## src/rtl/core/melody_string_tone_sequencer_core_assert.svh

```systemverilog
// assertion macros for the melody tone sequencer core
// modules that include this need clk and rst_n in scope
`ifndef MELODY_STRING_TONE_SEQUENCER_CORE_ASSERT_SVH
`define MELODY_STRING_TONE_SEQUENCER_CORE_ASSERT_SVH
`ifndef SYNTHESIS
`define MSTS_ASSERT(label, prop, msg) \
    label: assert property (@(posedge clk) disable iff (!rst_n) (prop)) else $error(msg);
`define MSTS_ASSERT_IMP(label, ante, cons, msg) \
    label: assert property (@(posedge clk) disable iff (!rst_n) (ante) |-> (cons)) \
        else $error(msg);
`else
`define MSTS_ASSERT(label, prop, msg)
`define MSTS_ASSERT_IMP(label, ante, cons, msg)
`endif
`endif

```

## src/rtl/core/mstseq_pkg.sv

```systemverilog
// shared types, constants and the note period table of the tone sequencer
// used by the front, queue, back and top level modules
package mstseq_pkg;

    localparam int DUR_W     = 12;
    localparam int PERIOD_W  = 12;
    localparam int PAUSE_W   = 5;
    localparam int ELAPSED_W = 22;
    localparam int UNIT_W    = 8;
    localparam int CHAR_W    = 8;
    localparam int CFG_IDX_W = 1;
    localparam int CFG_DATA_W = 12;
    localparam int QUEUE_DEPTH = 4;
    localparam int US_PER_MS_DEFAULT = 1000;

    localparam logic [UNIT_W-1:0] UNIT_RESET    = 8'd200;
    localparam logic [DUR_W-1:0]  DEFAULT_RESET = 12'd400;

    // register indexes
    localparam logic [CFG_IDX_W-1:0] REG_DURATION_UNIT    = 1'd0;
    localparam logic [CFG_IDX_W-1:0] REG_DEFAULT_DURATION = 1'd1;

    // item kinds
    localparam logic KIND_CHAR = 1'b0;
    localparam logic KIND_TICK = 1'b1;

    // song characters
    localparam logic [CHAR_W-1:0] CH_UPPER_A = 8'h41;
    localparam logic [CHAR_W-1:0] CH_UPPER_G = 8'h47;
    localparam logic [CHAR_W-1:0] CH_LOWER_A = 8'h61;
    localparam logic [CHAR_W-1:0] CH_LOWER_G = 8'h67;
    localparam logic [CHAR_W-1:0] CH_DIGIT_0 = 8'h30;
    localparam logic [CHAR_W-1:0] CH_DIGIT_9 = 8'h39;
    localparam logic [CHAR_W-1:0] CH_PLUS    = 8'h2B;
    localparam logic [CHAR_W-1:0] CH_DOT     = 8'h2E;
    localparam logic [CHAR_W-1:0] CH_UNDER   = 8'h5F;

    localparam logic [PAUSE_W-1:0] PAUSE_NONE  = 5'd0;
    localparam logic [PAUSE_W-1:0] PAUSE_SHORT = 5'd5;
    localparam logic [PAUSE_W-1:0] PAUSE_MID   = 5'd20;
    localparam logic [PAUSE_W-1:0] PAUSE_LONG  = 5'd30;

    localparam int NOTE_COUNT = 14;
    localparam logic [3:0] LOWER_BASE = 4'd7;
    localparam logic [PERIOD_W-1:0] PERIOD_TABLE [NOTE_COUNT] = '{
        12'd2272, 12'd2024, 12'd3816, 12'd3401, 12'd3030, 12'd2865, 12'd2551,
        12'd1136, 12'd1012, 12'd1912, 12'd1703, 12'd1517, 12'd1432, 12'd1275
    };

    // one classified item as it travels from front to back
    typedef struct packed {
        logic                kind;
        logic                is_zero;
        logic [PERIOD_W-1:0] period;
        logic [DUR_W-1:0]    dur_ms;
        logic [PAUSE_W-1:0]  pause;
    } item_t;

    function automatic logic [PERIOD_W-1:0] note_period(input logic [CHAR_W-1:0] c);
        logic [CHAR_W-1:0] off;
        off = '0;
        note_period = '0;
        if (c >= CH_UPPER_A && c <= CH_UPPER_G)
        begin
            off = c - CH_UPPER_A;
            note_period = PERIOD_TABLE[off[3:0]];
        end
        else if (c >= CH_LOWER_A && c <= CH_LOWER_G)
        begin
            off = c - CH_LOWER_A;
            note_period = PERIOD_TABLE[off[3:0] + LOWER_BASE];
        end
    endfunction

    function automatic logic [PAUSE_W-1:0] pause_of(input logic [CHAR_W-1:0] c);
        case (c)
            CH_PLUS:  pause_of = PAUSE_NONE;
            CH_DOT:   pause_of = PAUSE_MID;
            CH_UNDER: pause_of = PAUSE_LONG;
            default:  pause_of = PAUSE_SHORT;
        endcase
    endfunction

endpackage

```

## src/rtl/core/mstseq_front.sv

```systemverilog
// front end: holds the config registers and classifies each incoming beat
// depends on mstseq_pkg
module mstseq_front (
    input  logic                                clk,
    input  logic                                rst_n,
    input  logic                                cfg_valid,
    output logic                                cfg_ready,
    input  logic [mstseq_pkg::CFG_IDX_W-1:0]    cfg_index,
    input  logic [mstseq_pkg::CFG_DATA_W-1:0]   cfg_data,
    input  logic                                in_kind,
    input  logic [mstseq_pkg::CHAR_W-1:0]       in_char,
    output mstseq_pkg::item_t                   item
);

    logic [mstseq_pkg::UNIT_W-1:0] unit_reg;
    logic [mstseq_pkg::DUR_W-1:0]  default_reg;
    logic [mstseq_pkg::CHAR_W-1:0] digit;
    logic [mstseq_pkg::DUR_W-1:0]  digit_dur;
    logic                          is_digit;

    assign cfg_ready = 1'b1;

    always_ff @(posedge clk or negedge rst_n)
    begin
        if (!rst_n)
        begin
            unit_reg    <= mstseq_pkg::UNIT_RESET;
            default_reg <= mstseq_pkg::DEFAULT_RESET;
        end
        else if (cfg_valid)
        begin
            unique case (cfg_index)
                mstseq_pkg::REG_DURATION_UNIT:
                    unit_reg <= cfg_data[mstseq_pkg::UNIT_W-1:0];
                mstseq_pkg::REG_DEFAULT_DURATION:
                    default_reg <= cfg_data[mstseq_pkg::DUR_W-1:0];
                default:
                begin
                end
            endcase
        end
    end

    assign is_digit  = (in_char >= mstseq_pkg::CH_DIGIT_0) && (in_char <= mstseq_pkg::CH_DIGIT_9);
    assign digit     = in_char - mstseq_pkg::CH_DIGIT_0;
    // 4 by 8 bit product always fits in 12 bits
    assign digit_dur = mstseq_pkg::DUR_W'(digit[3:0]) * mstseq_pkg::DUR_W'(unit_reg);

    always_comb
    begin
        item.kind    = in_kind;
        item.is_zero = (in_char == '0);
        item.period  = mstseq_pkg::note_period(in_char);
        item.dur_ms  = is_digit ? digit_dur : default_reg;
        item.pause   = mstseq_pkg::pause_of(in_char);
    end

endmodule

```

## src/rtl/core/mstseq_queue.sv

```systemverilog
// short queue of classified beats between the front and back ends
// depends on mstseq_pkg
module mstseq_queue (
    input  logic              clk,
    input  logic              rst_n,
    input  logic              push,
    input  mstseq_pkg::item_t push_item,
    output logic              full,
    output logic              q_valid,
    output mstseq_pkg::item_t q_item,
    input  logic              pop
);

    localparam int PTR_W = $clog2(mstseq_pkg::QUEUE_DEPTH);
    localparam int CNT_W = $clog2(mstseq_pkg::QUEUE_DEPTH + 1);

    mstseq_pkg::item_t  slots [mstseq_pkg::QUEUE_DEPTH];
    logic [PTR_W-1:0]   wr_ptr_reg;
    logic [PTR_W-1:0]   rd_ptr_reg;
    logic [CNT_W-1:0]   count_reg;
    logic [CNT_W-1:0]   count_next;

    assign full    = (count_reg == CNT_W'(mstseq_pkg::QUEUE_DEPTH));
    assign q_valid = (count_reg != '0);
    assign q_item  = slots[rd_ptr_reg];

    always_comb
    begin
        count_next = count_reg;
        if (push && !pop)
            count_next = count_reg + 1'b1;
        else if (pop && !push)
            count_next = count_reg - 1'b1;
    end

    always_ff @(posedge clk)
    begin
        if (push)
            slots[wr_ptr_reg] <= push_item;
    end

    always_ff @(posedge clk or negedge rst_n)
    begin
        if (!rst_n)
        begin
            wr_ptr_reg <= '0;
            rd_ptr_reg <= '0;
            count_reg  <= '0;
        end
        else
        begin
            if (push)
                wr_ptr_reg <= wr_ptr_reg + 1'b1;
            if (pop)
                rd_ptr_reg <= rd_ptr_reg + 1'b1;
            count_reg <= count_next;
        end
    end

endmodule

```

## src/rtl/core/mstseq_back.sv

```systemverilog
// back end: runs the group, tone, rest and pause state and registers each result
// depends on mstseq_pkg and the assertion macro header
`include "melody_string_tone_sequencer_core_assert.svh"

module mstseq_back #(
    parameter int US_PER_MS = mstseq_pkg::US_PER_MS_DEFAULT
) (
    input  logic              clk,
    input  logic              rst_n,
    input  logic              q_valid,
    input  mstseq_pkg::item_t q_item,
    output logic              pop,
    output logic              m_tvalid,
    input  logic              m_tready,
    output logic [7:0]        m_tdata
);

    localparam int PROD_W = mstseq_pkg::DUR_W + $clog2(US_PER_MS + 1);
    localparam int EW     = mstseq_pkg::ELAPSED_W;
    localparam int PW     = mstseq_pkg::PERIOD_W;

    typedef enum logic [1:0] {
        MODE_IDLE  = 2'd0,
        MODE_TONE  = 2'd1,
        MODE_REST  = 2'd2,
        MODE_PAUSE = 2'd3
    } mode_t;

    typedef enum logic [1:0] {
        PH_NOTE  = 2'd0,
        PH_DUR   = 2'd1,
        PH_PAUSE = 2'd2
    } phase_t;

    mode_t                           mode_reg, mode_next;
    phase_t                          phase_reg, phase_next;
    logic [PW-1:0]                   period_reg, period_next;
    logic [EW-1:0]                   target_reg, target_next;
    logic [mstseq_pkg::PAUSE_W-1:0]  pause_reg, pause_next;
    logic [EW-1:0]                   elapsed_reg, elapsed_next;
    logic [PW-1:0]                   half_reg, half_next;
    logic                            level_reg, level_next;
    logic                            out_valid_reg;
    logic [2:0]                      out_data_reg;

    logic [PROD_W-1:0]               dur_us;
    logic [PW-1:0]                   half_inc;
    logic [PW-1:0]                   half_period;
    logic [EW-1:0]                   elapsed_inc;
    logic [EW-1:0]                   elapsed_sum;
    logic                            end_play;
    logic                            dropped;

    assign pop         = q_valid && (!out_valid_reg || m_tready);
    assign m_tvalid    = out_valid_reg;
    assign m_tdata     = {5'd0, out_data_reg};

    assign dur_us      = PROD_W'(q_item.dur_ms * PROD_W'(US_PER_MS));
    assign half_inc    = half_reg + 1'b1;
    assign half_period = period_reg >> 1;
    assign elapsed_inc = elapsed_reg + 1'b1;
    assign elapsed_sum = elapsed_reg + EW'(period_reg);

    always_comb
    begin
        mode_next    = mode_reg;
        phase_next   = phase_reg;
        period_next  = period_reg;
        target_next  = target_reg;
        pause_next   = pause_reg;
        elapsed_next = elapsed_reg;
        half_next    = half_reg;
        level_next   = level_reg;
        end_play     = 1'b0;
        dropped      = 1'b0;
        if (pop)
        begin
            if (q_item.kind == mstseq_pkg::KIND_TICK)
            begin
                unique case (mode_reg)
                    MODE_TONE:
                    begin
                        if (half_inc >= half_period)
                        begin
                            half_next = '0;
                            if (level_reg)
                                level_next = 1'b0;
                            else if (elapsed_sum < target_reg)
                            begin
                                elapsed_next = elapsed_sum;
                                level_next   = 1'b1;
                            end
                            else
                                end_play = 1'b1;
                        end
                        else
                            half_next = half_inc;
                    end
                    MODE_REST:
                    begin
                        if (elapsed_inc >= target_reg)
                            end_play = 1'b1;
                        else
                            elapsed_next = elapsed_inc;
                    end
                    MODE_PAUSE:
                    begin
                        if (elapsed_inc >= EW'(pause_reg))
                        begin
                            mode_next    = MODE_IDLE;
                            elapsed_next = '0;
                        end
                        else
                            elapsed_next = elapsed_inc;
                    end
                    default:
                    begin
                    end
                endcase
            end
            else if (mode_reg != MODE_IDLE)
                dropped = 1'b1;
            else if (q_item.is_zero)
                phase_next = PH_NOTE;
            else
            begin
                unique case (phase_reg)
                    PH_NOTE:
                    begin
                        period_next = q_item.period;
                        phase_next  = PH_DUR;
                    end
                    PH_DUR:
                    begin
                        target_next = EW'(dur_us);
                        phase_next  = PH_PAUSE;
                    end
                    PH_PAUSE:
                    begin
                        pause_next   = q_item.pause;
                        phase_next   = PH_NOTE;
                        elapsed_next = '0;
                        half_next    = '0;
                        if (target_reg == '0)
                            end_play = 1'b1;
                        else if (period_reg != '0)
                        begin
                            mode_next  = MODE_TONE;
                            level_next = 1'b1;
                        end
                        else
                        begin
                            mode_next  = MODE_REST;
                            level_next = 1'b0;
                        end
                    end
                    default:
                        phase_next = PH_NOTE;
                endcase
            end
            // tone or rest done, or zero duration: go quiet, then pause or idle
            if (end_play)
            begin
                level_next   = 1'b0;
                half_next    = '0;
                elapsed_next = '0;
                mode_next    = (pause_next == '0) ? MODE_IDLE : MODE_PAUSE;
            end
        end
    end

    always_ff @(posedge clk or negedge rst_n)
    begin
        if (!rst_n)
        begin
            mode_reg      <= MODE_IDLE;
            phase_reg     <= PH_NOTE;
            period_reg    <= '0;
            target_reg    <= '0;
            pause_reg     <= '0;
            elapsed_reg   <= '0;
            half_reg      <= '0;
            level_reg     <= 1'b0;
            out_valid_reg <= 1'b0;
        end
        else
        begin
            mode_reg    <= mode_next;
            phase_reg   <= phase_next;
            period_reg  <= period_next;
            target_reg  <= target_next;
            pause_reg   <= pause_next;
            elapsed_reg <= elapsed_next;
            half_reg    <= half_next;
            level_reg   <= level_next;
            if (pop)
                out_valid_reg <= 1'b1;
            else if (m_tready)
                out_valid_reg <= 1'b0;
        end
    end

    always_ff @(posedge clk)
    begin
        if (pop)
            out_data_reg <= {dropped, (mode_next != MODE_IDLE), level_next};
    end

    `MSTS_ASSERT_IMP(a_level_only_in_tone, level_reg, mode_reg == MODE_TONE, "buzzer high outside a tone")
    `MSTS_ASSERT_IMP(a_half_in_range, mode_reg == MODE_TONE, half_reg < half_period, "half counter overran")
    `MSTS_ASSERT_IMP(a_group_closed_while_busy, mode_reg != MODE_IDLE, phase_reg == PH_NOTE, "group open while playing")
    `MSTS_ASSERT_IMP(a_pause_in_range, mode_reg == MODE_PAUSE, elapsed_reg < EW'(pause_reg), "pause overran")

endmodule

```

## src/rtl/core/melody_string_tone_sequencer_core.sv

```systemverilog
// throughput: one beat per cycle, character or tick, while the queue is not full; the back
// end retires one per clock while the result register is empty or m_tready is high
// a four entry queue sits between the classifier and the player, and a result register
// on m_tdata lets input beats keep coming while m_tready is low until the queue fills
// reset (rst_n low, async): config back to 200 ms unit and 400 ms default, player idle,
// buzzer low, queue and result register empty; no clearing pass
module melody_string_tone_sequencer_core #(
    parameter int US_PER_MS = mstseq_pkg::US_PER_MS_DEFAULT
) (
    input  logic                               clk,
    input  logic                               rst_n,
    input  logic                               s_tvalid,
    output logic                               s_tready,
    input  logic [7:0]                         s_tdata,   // [7:0] song_char
    input  logic                               s_tuser,   // [0] kind
    output logic                               m_tvalid,
    input  logic                               m_tready,
    output logic [7:0]                         m_tdata,   // [0] buzzer_level, [1] busy_res,
                                                          // [2] char_dropped, [7:3] zero
    input  logic                               cfg_valid,
    output logic                               cfg_ready,
    input  logic [mstseq_pkg::CFG_IDX_W-1:0]   cfg_index,
    input  logic [mstseq_pkg::CFG_DATA_W-1:0]  cfg_data
);

    mstseq_pkg::item_t front_item;
    mstseq_pkg::item_t q_item;
    logic              q_full;
    logic              q_valid;
    logic              q_pop;
    logic              push;

    assign s_tready = !q_full;
    assign push     = s_tvalid && s_tready;

    mstseq_front u_front (
        .clk       (clk),
        .rst_n     (rst_n),
        .cfg_valid (cfg_valid),
        .cfg_ready (cfg_ready),
        .cfg_index (cfg_index),
        .cfg_data  (cfg_data),
        .in_kind   (s_tuser),
        .in_char   (s_tdata),
        .item      (front_item)
    );

    mstseq_queue u_queue (
        .clk       (clk),
        .rst_n     (rst_n),
        .push      (push),
        .push_item (front_item),
        .full      (q_full),
        .q_valid   (q_valid),
        .q_item    (q_item),
        .pop       (q_pop)
    );

    mstseq_back #(
        .US_PER_MS (US_PER_MS)
    ) u_back (
        .clk      (clk),
        .rst_n    (rst_n),
        .q_valid  (q_valid),
        .q_item   (q_item),
        .pop      (q_pop),
        .m_tvalid (m_tvalid),
        .m_tready (m_tready),
        .m_tdata  (m_tdata)
    );

endmodule
```

## config.mk

```make
export PLATFORM = sky130hd
export DESIGN_NAME = melody_string_tone_sequencer_core
export DESIGN_NICKNAME = d
export VERILOG_FILES = /design/src/rtl/core/mstseq_pkg.sv /design/src/rtl/core/mstseq_front.sv /design/src/rtl/core/mstseq_queue.sv /design/src/rtl/core/mstseq_back.sv /design/src/rtl/core/melody_string_tone_sequencer_core.sv
export VERILOG_INCLUDE_DIRS = /design/src /design/src/rtl/core
export SDC_FILE = /design/constraint.sdc
export NUM_CORES = 1
export LEC_CHECK = 0
export BUFFER_PORTS_ARGS = -buffer_cell sky130_fd_sc_hd__buf_2
export CAP_MARGIN = 20
export CORE_MARGIN = 10
export CORE_UTILIZATION = 55
export CTS_CLUSTER_SIZE = 28
export DETAILED_ROUTE_END_ITERATION = 10
export PLACE_DENSITY = 0.71
export REMOVE_ABC_BUFFERS = 1
export SLEW_MARGIN = 20
export SYNTH_ARGS = -nofsm -noshare
export SYNTH_HDL_FRONTEND = slang
export SYNTH_SLANG_ARGS = --single-unit
```

## constraint.sdc

```tcl
create_clock -name clk -period 7.29 [get_ports clk]
set_input_delay 1.458 -clock clk [delete_from_list [all_inputs] [get_ports clk]]
set_output_delay 1.458 -clock clk [all_outputs]
set_load 0.01 [all_outputs]
```

==> flow_summary.rst <==
.. list-table::
   :header-rows: 1

   * - Metric
     - Value
   * - Average cell area after synthesis
     - 10.71 um^2
   * - Maximum number of pins on one net before global-route repair
     - 58
   * - Share of cells above drive strength 1
     - 0.1235
   * - Maximum root-to-sink buffer count
     - 3
   * - Master cell of the clock root buffer
     - clkbuf_16
   * - Count of routing violations after the opening detailed-route iteration
     - approximately 760
   * - Share of synthesized flip-flops with an asynchronous set or reset
     - 0.4558
   * - Number of vias per cell
     - between 5 and 6
   * - Routability congestion estimate
     - ~0.91
   * - Synthesized area
     - approximately 0.016 mm^2
   * - Worst-skew pair later-pin latency
     - about 0.53 ns
   * - Number of nets with antenna violations after detailed routing
     - 0
   * - Number of port buffers
     - 31
   * - Number of flip-flops under the largest register name
     - 120
   * - Synth cell types
     - 91
   * - Number of antenna violations at the first check in global routing
     - 0
   * - Most common flop cell mapped by yosys
     - edfxtp_1
   * - Clk_skew
     - about 0.010 ns
   * - Number of placement rows
     - 62
   * - Count of hold-fix buffers inserted at cts
     - 0
   * - Reg clk slew, reported paths
     - 0.06 ns
   * - Final number of hold-violating endpoints
     - 0
   * - Chip height
     - 189.8 um
   * - Residual DRC count
     - 0
   * - Final count of pins violating max slew
     - 0
   * - Count of max-cap constraint violations
     - 0
   * - CTS-repair resized insts
     - 0
   * - CTS tree
     - done
   * - Via Count
     - around 11000
   * - Post-synthesis cell type with the largest combined area
     - edfxtp_1
   * - HPWL after detailed placement
     - 25380 um
   * - Maximum net fanout on the critical path
     - 18
   * - Area Overhead vs Synth
     - 8.506%
   * - Actual slew at the worst max-slew pin
     - about 0.97 ns
   * - # nets final
     - about 1700
   * - Setup repair after global routing missed its margin
     - no
   * - Startpoint type of the worst setup path
     - flop
   * - TritonCTS sink count
     - about 230
   * - Commonest cells post-synth
     - ha_1, nand2_1, edfxtp_1
   * - Final worst path period share
     - 0.7864
   * - Worst Path Class, Setup
     - flop to flop
   * - Arrival @ worst endpoint
     - about 6.1 ns
   * - Core area
     - ~0.029 mm^2
   * - DR pass1 iterations
     - 5
   * - H-tree depth reported by CTS
     - 1
   * - Yosys Warn Count
     - 0
   * - Yosys reg bits
     - ~230
   * - Vias in the first global route
     - approximately 11000
   * - Final min period
     - between 5 and 6 ns
   * - Fillers
     - about 2400
   * - Worst slew margin
     - 0.3507
   * - Final count of negative-setup-slack endpoints
     - 0
   * - I/O pin count
     - 38
   * - Number of buffers inserted during clock tree synthesis
     - 26
   * - GRT Overall Usage
     - 0.1926
   * - Accumulated negative setup slack
     - 0 ns
   * - Capturing element type of the critical path
     - flop
   * - Sequential cell area fraction in the yosys report
     - 0.3959
   * - Width of the die
     - approximately 190 um
   * - Result of the run
     - completed
   * - Total grt overflow
     - 0
   * - Initial Util
     - 0.5555
   * - Gate Count Post-Synth
     - approximately 1500
   * - Post-CTS Setup Inserts
     - 0
   * - Routed WL per cell
     - around 18 um
   * - Area contributors post-synth
     - edfxtp_1, dfrtp_1, ha_1
   * - First-pass GRT wire length
     - 57860 um
   * - Required time reported for the critical path endpoint
     - 7.68 ns
   * - Die area
     - 0.03602 mm^2
   * - Max Clk Rate
     - between 150 and 200 MHz
   * - Fraction of post-synthesis cell area in the top cell type by area
     - 0.2329
   * - Final antenna diode count
     - 0
   * - Final routed wirelength across all metal layers
     - about 35000 um
   * - Hold Crit Class
     - flop to flop
   * - Cell with the most instances after synthesis
     - ha_1
   * - Post-synth EDFFs
     - about 120
==> cell families after synthesis <==
logic type / after synthesis / share of synthesized area
multiplexers: 67 / 0.06857
AND/OR/NAND/NOR: 427 / 0.1358
other: 2 / 0.0004736
XOR/XNOR: 83 / 0.04632
buffers and inverters: 169 / 0.04253
adder cells (fa/ha/maj): 200 / 0.1824
AO/OA/AOI/OAI: 307 / 0.1280
flip-flops: 226 / 0.3959
==> metrics by stage <==
step	instances	setup WS (ns)	area, um^2	hold WS, ns	util
floorplan	1416	1.101	15570	0.4610	-
global placement	1842	1.577	16300	0.4673	0.5708
detailed placement	1842	1.491	16300	0.4756	0.5709
CTS	1890	1.473	17200	0.4895	0.6023
global route	1890	1.150	17210	0.5351	0.6027
finish	1890	1.557	17210	0.4843	0.6027
==> placed cells by master (no fill, tap or decap), drive strengths merged, types with 5 or more instances in the layout <==
master	instances
a211oi	14
clkbuf	33
mux2	33
dfstp	6
nor4b	6
and2	21
a31oi	15
or2	7
xnor2	49
inv	103
nand2	138
nor2b	13
edfxtp	123
a311oi	5
nand4	18
a21oi	76
mux4	30
clkinv	6
a22o	6
o22ai	5
ha	148
buf	42
a21o	21
o21ai	90
nor3b	6
fa	52
o211ai	13
nand3	45
xor2	34
or3	8
nor3	29
nand2b	10
a22oi	6
and3	18
a211o	6
nor2	82
dfrtp	97
conb	6
nor4	16
==> cell type report <==
type	count	area, um^2	share of cell area
Clock buffer	33	718.2	0.04174
Timing Repair Buffer	42	240.2	0.01396
Sequential cell	226	6280	0.3650
Multi-Input combinational cell	1090	8934	0.5192
Tap cell	384	480.5	0.02792
Inverter	100	375.4	0.02182
Clock inverter	15	178.9	0.01040
==> metal layers <==
metal | wire, um | global-route usage | up-vias
li1 | - | - | 5383
met1 | 15710 | 0.2594 | 5518
met2 | 16190 | 0.3142 | 283
met3 | 1783 | 0.03003 | 75
met4 | 938 | 0.06105 | 0
met5 | 0 | 0 | -
==> worst paths after layout <==
kind | startpoint | end | slack, ns | depth (start not counted)
worst max-delay path | u_queue.rd_ptr_reg[0]$_DFFE_PN0P_ | u_back.target_reg[20]$_DFFE_PN0P_ | 1.56 | 16
worst min-delay path | u_back.m_tvalid$_DFFE_PN0P_ | u_back.m_tvalid$_DFFE_PN0P_ | 0.48 | 2
worst max register to register | u_queue.rd_ptr_reg[0]$_DFFE_PN0P_ | u_back.target_reg[20]$_DFFE_PN0P_ | 1.56 | 16
worst min register to register | u_back.m_tvalid$_DFFE_PN0P_ | u_back.m_tvalid$_DFFE_PN0P_ | 0.48 | 2
max in group asynchronous | rst_n | u_queue.wr_ptr_reg[1]$_DFFE_PN0P_ | 5.11 | 2
min in group asynchronous | rst_n | u_back.target_reg[21]$_DFFE_PN0P_ | 0.93 | 1
==> critical path: stages, from the launching register on <==
cell and delay (ns):
dfrtp_2 0.75, mux4_2 0.70, fa_1 0.52, fa_1 0.56
inv_1 0.06, fa_1 0.52, inv_1 0.05, fa_1 0.47
ha_1 0.36, a21oi_1 0.23, nor2b_1 0.07, o21a_1 0.18
o41a_1 0.37, a211o_1 0.28, a31oi_1 0.19, xor2_1 0.18
o21ai_0 0.09
Power is not shown: default switching activity piles up to over one toggle a cycle in this logic, so the estimate is an artifact.
